## src/design/kvt_pkg.sv

```systemverilog
// ----------------------------------------------------------------------------
// kvt_pkg
// Shared codes, default sizes and controller/datapath interface types for the
// key-value table.
// ----------------------------------------------------------------------------
package kvt_pkg;

  localparam int ENTRIES_DEF    = 16;
  localparam int KEY_BITS_DEF   = 32;
  localparam int VALUE_BITS_DEF = 32;

  // Request opcodes
  localparam logic [2:0] OP_PUT     = 3'd0;
  localparam logic [2:0] OP_GET     = 3'd1;
  localparam logic [2:0] OP_REPLACE = 3'd2;
  localparam logic [2:0] OP_REMOVE  = 3'd3;
  localparam logic [2:0] OP_CLEAR   = 3'd4;

  // Result status codes
  localparam logic [1:0] ST_OK   = 2'd0;
  localparam logic [1:0] ST_MISS = 2'd1;
  localparam logic [1:0] ST_FULL = 2'd2;

  // Commands from controller to datapath
  typedef struct packed {
    logic start;     // load the request and restart the slot walk
    logic rd_en;     // read the slot under the walk pointer, advance
    logic sweep_wr;  // invalidate the slot under the walk pointer, advance
    logic commit;    // apply the update and load the result register
  } kvt_cmd_t;

  // Status from datapath to controller
  typedef struct packed {
    logic walk_last; // walk pointer sits on the last slot
    logic out_free;  // result register can take a new result
    logic in_lookup; // incoming opcode needs a key search
    logic in_clear;  // incoming opcode is clear
  } kvt_sts_t;

endpackage

```

## src/design/kvt_ctrl.sv

```systemverilog
// ----------------------------------------------------------------------------
// kvt_ctrl
// Sequencer for the key-value table: reset sweep, slot walk, clear sweep and
// commit of each request.
// ----------------------------------------------------------------------------
module kvt_ctrl
  import kvt_pkg::*;
(
  input  logic     clk,
  input  logic     rst,
  input  logic     in_valid,
  output logic     in_ready,
  input  kvt_sts_t sts,
  output kvt_cmd_t cmd
);

  typedef enum logic [5:0] {
    S_INIT  = 6'b000001,
    S_IDLE  = 6'b000010,
    S_SCAN  = 6'b000100,
    S_DRAIN = 6'b001000,
    S_SWEEP = 6'b010000,
    S_DONE  = 6'b100000
  } state_t;

  state_t state, state_next;

  always_ff @(posedge clk) begin
    if (rst) begin
      state <= S_INIT;
    end else begin
      state <= state_next;
    end
  end

  always_comb begin
    state_next = state;
    cmd        = '0;
    in_ready   = 1'b0;
    case (state)
      S_INIT: begin
        cmd.sweep_wr = 1'b1;
        if (sts.walk_last) begin
          state_next = S_IDLE;
        end
      end
      S_IDLE: begin
        in_ready = 1'b1;
        if (in_valid) begin
          cmd.start = 1'b1;
          if (sts.in_lookup) begin
            state_next = S_SCAN;
          end else if (sts.in_clear) begin
            state_next = S_SWEEP;
          end else begin
            state_next = S_DONE;
          end
        end
      end
      S_SCAN: begin
        cmd.rd_en = 1'b1;
        if (sts.walk_last) begin
          state_next = S_DRAIN;
        end
      end
      S_DRAIN: begin
        state_next = S_DONE;
      end
      S_SWEEP: begin
        cmd.sweep_wr = 1'b1;
        if (sts.walk_last) begin
          state_next = S_DONE;
        end
      end
      S_DONE: begin
        if (sts.out_free) begin
          cmd.commit = 1'b1;
          state_next = S_IDLE;
        end
      end
      default: begin
        state_next = S_INIT;
      end
    endcase
  end

endmodule

```

## src/design/kvt_datapath.sv

```systemverilog
// ----------------------------------------------------------------------------
// kvt_datapath
// Slot memory, walk pointer, match and free-slot trackers, entry count and
// result register of the key-value table.
// ----------------------------------------------------------------------------
module kvt_datapath
  import kvt_pkg::*;
#(
  parameter int ENTRIES    = ENTRIES_DEF,
  parameter int KEY_BITS   = KEY_BITS_DEF,
  parameter int VALUE_BITS = VALUE_BITS_DEF
) (
  input  logic        clk,
  input  logic        rst,
  input  kvt_cmd_t    cmd,
  output kvt_sts_t    sts,
  input  logic [2:0]  opcode,
  input  logic [31:0] lookup_key,
  input  logic [31:0] entry_value,
  input  logic        out_ready,
  output logic        out_valid,
  output logic        hit,
  output logic [31:0] read_value,
  output logic [1:0]  status,
  output logic [4:0]  entry_count
);

  localparam int KEY_W  = (KEY_BITS < 32) ? KEY_BITS : 32;
  localparam int VAL_W  = (VALUE_BITS < 32) ? VALUE_BITS : 32;
  localparam int WORD_W = 1 + KEY_W + VAL_W;
  localparam int IDX_W  = $clog2(ENTRIES);
  localparam int OCC_W  = $clog2(ENTRIES + 1);

  // Slot word: {valid, key, value}
  logic [WORD_W-1:0] mem [ENTRIES];
  logic [WORD_W-1:0] rdata;

  logic [2:0]       item_op;
  logic [KEY_W-1:0] item_key;
  logic [VAL_W-1:0] item_val;

  logic [IDX_W-1:0] walk_idx;
  logic [IDX_W-1:0] rd_idx;
  logic             rd_pending;

  logic             found;
  logic [IDX_W-1:0] hit_idx;
  logic [VAL_W-1:0] hit_val;
  logic             have_free;
  logic [IDX_W-1:0] free_idx;

  logic [OCC_W-1:0] occupancy, occupancy_next;

  logic              wr_en;
  logic [IDX_W-1:0]  wr_addr;
  logic [WORD_W-1:0] wr_data;

  logic              hit_next;
  logic [31:0]       read_value_next;
  logic [1:0]        status_next;

  logic              rd_valid;
  logic [KEY_W-1:0]  rd_key;
  logic [VAL_W-1:0]  rd_val;

  assign rd_valid = rdata[WORD_W-1];
  assign rd_key   = rdata[KEY_W+VAL_W-1:VAL_W];
  assign rd_val   = rdata[VAL_W-1:0];

  assign sts.walk_last = (walk_idx == IDX_W'(ENTRIES - 1));
  assign sts.out_free  = !out_valid || out_ready;
  assign sts.in_lookup = opcode inside {OP_PUT, OP_GET, OP_REPLACE, OP_REMOVE};
  assign sts.in_clear  = (opcode == OP_CLEAR);

  // Hold the request
  always_ff @(posedge clk) begin
    if (cmd.start) begin
      item_op  <= opcode;
      item_key <= lookup_key[KEY_W-1:0];
      item_val <= entry_value[VAL_W-1:0];
    end
  end

  // Walk pointer
  always_ff @(posedge clk) begin
    if (rst) begin
      walk_idx   <= '0;
      rd_pending <= 1'b0;
    end else begin
      rd_pending <= cmd.rd_en;
      if (cmd.start) begin
        walk_idx <= '0;
      end else if (cmd.rd_en || cmd.sweep_wr) begin
        walk_idx <= walk_idx + IDX_W'(1);
      end
    end
  end

  // Slot memory: one write port, one registered read port
  always_ff @(posedge clk) begin
    if (wr_en) begin
      mem[wr_addr] <= wr_data;
    end
    if (cmd.rd_en) begin
      rdata  <= mem[walk_idx];
      rd_idx <= walk_idx;
    end
  end

  // Match and lowest free slot trackers
  always_ff @(posedge clk) begin
    if (rst || cmd.start) begin
      found     <= 1'b0;
      have_free <= 1'b0;
    end else if (rd_pending) begin
      if (rd_valid && (rd_key == item_key) && !found) begin
        found <= 1'b1;
      end
      if (!rd_valid && !have_free) begin
        have_free <= 1'b1;
      end
    end
  end

  always_ff @(posedge clk) begin
    if (rd_pending && rd_valid && (rd_key == item_key) && !found) begin
      hit_idx <= rd_idx;
      hit_val <= rd_val;
    end
    if (rd_pending && !rd_valid && !have_free) begin
      free_idx <= rd_idx;
    end
  end

  // Update of the table and the result
  always_comb begin
    wr_en           = 1'b0;
    wr_addr         = walk_idx;
    wr_data         = {1'b0, item_key, item_val};
    occupancy_next  = occupancy;
    hit_next        = 1'b0;
    read_value_next = '0;
    status_next     = ST_OK;
    if (cmd.sweep_wr) begin
      wr_en = 1'b1;
    end else if (cmd.commit) begin
      case (item_op)
        OP_PUT: begin
          if (found) begin
            hit_next = 1'b1;
            wr_en    = 1'b1;
            wr_addr  = hit_idx;
            wr_data  = {1'b1, item_key, item_val};
          end else if (have_free) begin
            wr_en          = 1'b1;
            wr_addr        = free_idx;
            wr_data        = {1'b1, item_key, item_val};
            occupancy_next = occupancy + OCC_W'(1);
          end else begin
            status_next = ST_FULL;
          end
        end
        OP_GET: begin
          if (found) begin
            hit_next        = 1'b1;
            read_value_next = 32'(hit_val);
          end else begin
            status_next = ST_MISS;
          end
        end
        OP_REPLACE: begin
          if (found) begin
            hit_next = 1'b1;
            wr_en    = 1'b1;
            wr_addr  = hit_idx;
            wr_data  = {1'b1, item_key, item_val};
          end else begin
            status_next = ST_MISS;
          end
        end
        OP_REMOVE: begin
          if (found) begin
            hit_next       = 1'b1;
            wr_en          = 1'b1;
            wr_addr        = hit_idx;
            occupancy_next = occupancy - OCC_W'(1);
          end else begin
            status_next = ST_MISS;
          end
        end
        OP_CLEAR: begin
          occupancy_next = '0;
        end
        default: begin
        end
      endcase
    end
  end

  always_ff @(posedge clk) begin
    if (rst) begin
      occupancy <= '0;
      out_valid <= 1'b0;
    end else begin
      occupancy <= occupancy_next;
      if (cmd.commit) begin
        out_valid <= 1'b1;
      end else if (out_ready) begin
        out_valid <= 1'b0;
      end
    end
  end

  always_ff @(posedge clk) begin
    if (cmd.commit) begin
      hit         <= hit_next;
      read_value  <= read_value_next;
      status      <= status_next;
      entry_count <= 5'(occupancy_next);
    end
  end

endmodule

```

## src/design/key_value_table.sv

```systemverilog
// Sequence: put, get, replace and remove give their result after a walk of
//   every slot and a drain state; clear sweeps every slot first, and other
//   codes go straight to commit. A new request is taken only once the last
//   result is committed; the walk reads one slot per cycle through the single
//   read port of the slot memory.
// Reset: synchronous; a sweep then invalidates every slot, with in_ready low until it completes.
// ----------------------------------------------------------------------------
// key_value_table
// Bounded associative table of up to ENTRIES unique keys with put, get,
// replace, remove and clear requests, one result per request.
// ----------------------------------------------------------------------------
module key_value_table
  import kvt_pkg::*;
#(
  parameter int ENTRIES    = ENTRIES_DEF,
  parameter int KEY_BITS   = KEY_BITS_DEF,
  parameter int VALUE_BITS = VALUE_BITS_DEF
) (
  input  logic        clk,
  input  logic        rst,
  // request channel
  input  logic        in_valid,
  output logic        in_ready,
  input  logic [2:0]  opcode,
  input  logic [31:0] lookup_key,
  input  logic [31:0] entry_value,
  // result channel
  output logic        out_valid,
  input  logic        out_ready,
  output logic        hit,
  output logic [31:0] read_value,
  output logic [1:0]  status,
  output logic [4:0]  entry_count
);

  // Command and status between the sequencer and the datapath. The sequencer
  // walks every slot once per search request; the datapath keeps the first
  // matching slot and the lowest free slot, then applies the update in one
  // commit cycle that also loads the result register.
  kvt_cmd_t cmd;
  kvt_sts_t sts;

  kvt_ctrl u_ctrl (
    .clk      (clk),
    .rst      (rst),
    .in_valid (in_valid),
    .in_ready (in_ready),
    .sts      (sts),
    .cmd      (cmd)
  );

  // Slot memory holds {valid, key, value}; clear rewrites each valid bit.
  kvt_datapath #(
    .ENTRIES    (ENTRIES),
    .KEY_BITS   (KEY_BITS),
    .VALUE_BITS (VALUE_BITS)
  ) u_datapath (
    .clk         (clk),
    .rst         (rst),
    .cmd         (cmd),
    .sts         (sts),
    .opcode      (opcode),
    .lookup_key  (lookup_key),
    .entry_value (entry_value),
    .out_ready   (out_ready),
    .out_valid   (out_valid),
    .hit         (hit),
    .read_value  (read_value),
    .status      (status),
    .entry_count (entry_count)
  );

`ifndef ASSERT_OFF
  // A result without a hit never returns data
  a_miss_no_data: assert property (@(posedge clk) disable iff (rst)
    out_valid && !hit |-> read_value == 32'd0)
    else $error("read_value non-zero without a hit");

  // A full report only when every slot is taken
  a_full_count: assert property (@(posedge clk) disable iff (rst)
    out_valid && (status == ST_FULL) |-> entry_count == 5'(ENTRIES))
    else $error("table full reported with free slots");

  // Count never exceeds the table size
  a_count_bound: assert property (@(posedge clk) disable iff (rst)
    out_valid |-> (ENTRIES > 31) || (entry_count <= 5'(ENTRIES)))
    else $error("entry count beyond table size");

  // No slot access while a request may be taken
  a_idle_quiet: assert property (@(posedge clk) disable iff (rst)
    in_ready |-> !(cmd.rd_en || cmd.sweep_wr || cmd.commit))
    else $error("slot access while idle");
`endif

endmodule
```

## config.mk

```make
export PLATFORM = sky130hd
export DESIGN_NAME = key_value_table
export DESIGN_NICKNAME = d
export VERILOG_FILES = /design/src/design/kvt_pkg.sv /design/src/design/kvt_ctrl.sv /design/src/design/kvt_datapath.sv /design/src/design/key_value_table.sv
export SDC_FILE = /design/constraint.sdc
export NUM_CORES = 1
export LEC_CHECK = 0
export BUFFER_PORTS_ARGS = -buffer_cell sky130_fd_sc_hd__buf_4
export CAP_MARGIN = 20
export CORE_MARGIN = 8
export CORE_UTILIZATION = 60
export CTS_BUF_LIST = sky130_fd_sc_hd__clkbuf_16
export DETAILED_ROUTE_END_ITERATION = 7
export PLACE_DENSITY = 0.77
export RECOVER_POWER = 50
export SLEW_MARGIN = 20
export SYNTH_ARGS = -nofsm -noshare
export SYNTH_HDL_FRONTEND = slang
export SYNTH_SLANG_ARGS = --single-unit
```

## constraint.sdc

```tcl
create_clock -name clk -period 8.1 [get_ports clk]
set_input_delay 1.215 -clock clk [delete_from_list [all_inputs] [get_ports clk]]
set_output_delay 1.215 -clock clk [all_outputs]
set_load 0.02 [all_outputs]
```

==> out/results.ini <==
[run_status]
status = finished, violations left
violations = max-capacitance violations, max-slew violations

[global_route]
grt_first_pass_wirelength_mm = 154.4
use_met3 = 0.04445
grt_max_degree = 157
grt_antenna_before_repair = 0
use_met2 = 0.4086
top_usage_layer = met2
grt_use_total = 0.2369
grt_util_met1 = 0.3062
grt_pass1_vias = 23040
gr-total-overflow = 0

[die]
die_x_um = 297.7
start_util = 0.6049
die_height_um = 297.7
fp-row-count = 103
io_pins = 113
die_area_um2 = 88650
core_region_area_um2 = 78740

[placement]
place_ws_ns = 2.611
placed_area_um2 = 49780
portBuffers = 112
place_congestion = 0.8058
hpwl_mm = 51.53

[routing]
wl_per_cell_um = 32.09
drtPass1Iterations = 5
avgViaCountPerCell = 6.580
ant_nets = 0
wl_mm = 105.4
drtIter0Drc = 2539
vias = 21620
remaining_drc_errors = 0

[sta]
worst_pin_slew_ns = 2.516
tns_ns = 0
slew_viol_final = 32
hold_slack_ns = 0.4176
hold_viol = 0
fmax_ghz = 0.2157
post-route-period-util = 0.5723
setup_slack_ns = 3.464
relSlewSlack = -0.7009
rsz0062_at_grt = false
setup_viol = 0
skew_ns = 0.04154
period_minus_slack_ns = 4.636

[worst_hold_path]
hold_path.class = reg2reg

[clock_network]
cts_setup_buffers = 0
holdBufCountCts = 0
cts_max_path_buffers = 3
clock-sinks = 1275
cts_tree = done
cts-htree-levels = 3
cts_root_buf = clkbuf_16
cts_made_buffers = 119
cts.clk_slew.worst_paths_ns = 0.06
cts_resized = 0
clock_latency_ns = 0.71

[synthesis]
synth.distinct_cells = 66
synth-seq-cells = 1275
synthArstFlopShare = 0
synthTopCellsByArea = edfxtp_1, mux4_2, dfxtp_1
synthesis.area_um2 = 47630
synth-edff-count = 1256
yosysWarnings = 0
netlist.area_leader.share = 0.7919
ys.flop_type = edfxtp_1
seq_area_frac_synth = 0.7999
avgSynthCellArea_um2 = 24.42
syn_inst = 1950
yosys.area.top_type = edfxtp_1
syn-num-nets = 2024

[final_layout]
synthToLayoutAreaGrowth_pct = 12.21
nFillCells = 4556
drive_above_1_share = 0.2895
multi_input_area_um2 = 9084
fin_nets = 2210
seq_area_um2 = 38100
num_antenna_cells = 0
postLayoutCellArea_um2 = 53440
final_core_util = 0.6787

[setup_path]
cp.arrival_ns = 4.95
cp_max_fo = 47
worstPathRequired_ns = 8.41
cp-start-kind = input pin
endpoint_kind = flip-flop
path_class = in2reg

[pwr]
irDropWorstVdd_mv = 0.2005
power.leakage_nw = 16.77
power.density_nw_per_um2 = 251.6

[flow_run]
maxCapViolCount = 2

-- cell families (layout without fill, tap and decap cells) --
group,after synthesis,in the layout,share of synthesized area
fa+ha+maj,3,3,0.0007882
flops,1275,1275,0.7999
compound gates,57,57,0.009142
xor+xnor,38,38,0.006988
buf+inv,102,387,0.01098
mux,328,328,0.1543
simple gates,147,147,0.01792
-- cell usage after synthesis (4+ instances only) --
| cell type | instances |
|---|---|
| o21ai_0 | 6 |
| nor3_1 | 21 |
| buf_2 | 14 |
| nand2_1 | 16 |
| xor2_1 | 31 |
| buf_4 | 20 |
| buf_1 | 9 |
| nand3_1 | 8 |
| a31oi_1 | 4 |
| xnor2_1 | 7 |
| dfxtp_1 | 19 |
| inv_1 | 8 |
| clkbuf_1 | 42 |
| mux4_2 | 325 |
| nor2_1 | 17 |
| and3_1 | 32 |
| edfxtp_1 | 1256 |
| nand2b_1 | 7 |
| nor2b_1 | 8 |
| a21oi_1 | 9 |
| nand4_1 | 8 |
| buf_6 | 6 |
| nor4_1 | 10 |
-- where the power goes --
part	internal [W]	switching (W)	total, W
registers	0.00729	0.0000541	0.00735
logic	0.000338	0.000332	0.000670
clock network	0.00303	0.00240	0.00543
total	0.0107	0.00278	0.0134
-- metrics by stage --
step / power (W) / std cells
2_1_floorplan: 0.007960 / 1950
3_3_place_gp: 0.008121 / 3065
3_5_place_dp: 0.008146 / 3065
4_1_cts: 0.01354 / 3285
5_1_grt: 0.01382 / 3285
6_report: 0.01345 / 3285
-- placed cells by master, fill, tap and decap left out, types with 6 or more instances in the layout --
master     netlist  final
nand3_1          8      9
clkbuf_16        0    121
clkbuf_1        42     38
clkinv_1         1     31
a21oi_1          9      9
inv_1            8     25
clkbuf_4         0     59
nor4_1          10     10
nand2b_1         7      7
xnor2_1          7      7
bufinv_16        0     10
nor2b_1          8      7
nand4_1          8      8
nor3_2           1     17
dfxtp_1         19     17
o21ai_0          6      6
buf_4           20     58
mux4_2         325    325
nand2_1         16     16
and3_1          32     32
nor2_1          17     18
edfxtp_1      1256   1256
xor2_1          31     31
clkinv_2         1     26
-- state kept, by name, summed over array words and instances (netlist names), 3 cells and up --
register	count
u_ctrl.state	6
u_datapath.entry_count	5
u_datapath.free_idx	4
u_datapath.hit_idx	4
u_datapath.hit_val	32
u_datapath.item_key	32
u_datapath.item_op	3
u_datapath.item_val	32
u_datapath.mem	1040
u_datapath.occupancy	5
u_datapath.rd_idx	4
u_datapath.rdata	65
u_datapath.read_value	32
u_datapath.walk_idx	4
-- final timing paths --
| check | startpoint | end | slack (ns) | depth (start not counted) |
|---|---|---|---|---|
| max reg2reg | u_ctrl.state[4] | u_datapath.mem[6][43] | 3.62 | 7 |
| min | u_datapath.rdata[1] | u_datapath.hit_val[1] | 0.42 | 0 |
| max | out_ready | u_datapath.mem[6][43] | 3.46 | 8 |
| min reg2reg | u_datapath.rdata[1] | u_datapath.hit_val[1] | 0.42 | 0 |
-- per-layer routing --
metal	part of all wire	routed length (um)
met1	0.37	39100
met3	0.076	8063
met2	0.52	54920
met5	0	0
met4	0.032	3333
-- cell type report --
type | count | share of cell area
clock buffers | 121 | 0.05666
inverters | 10 | 0.0008194
multi-input cells | 573 | 0.1700
repair buffers | 157 | 0.01985
flip-flops and latches | 1275 | 0.7130
clock inverters | 99 | 0.01510
well taps | 1050 | 0.02458
-- worst max-delay path, stage by stage --
cell,delay (ns)
clkbuf_4,0.11
nand2b_1,0.19
nand3_1,0.29
clkinv_2,0.84
nand4_1,0.49
nand2_1,0.27
nor3_4,0.69
buf_4,0.81
Power figures use the tool's default switching activity.
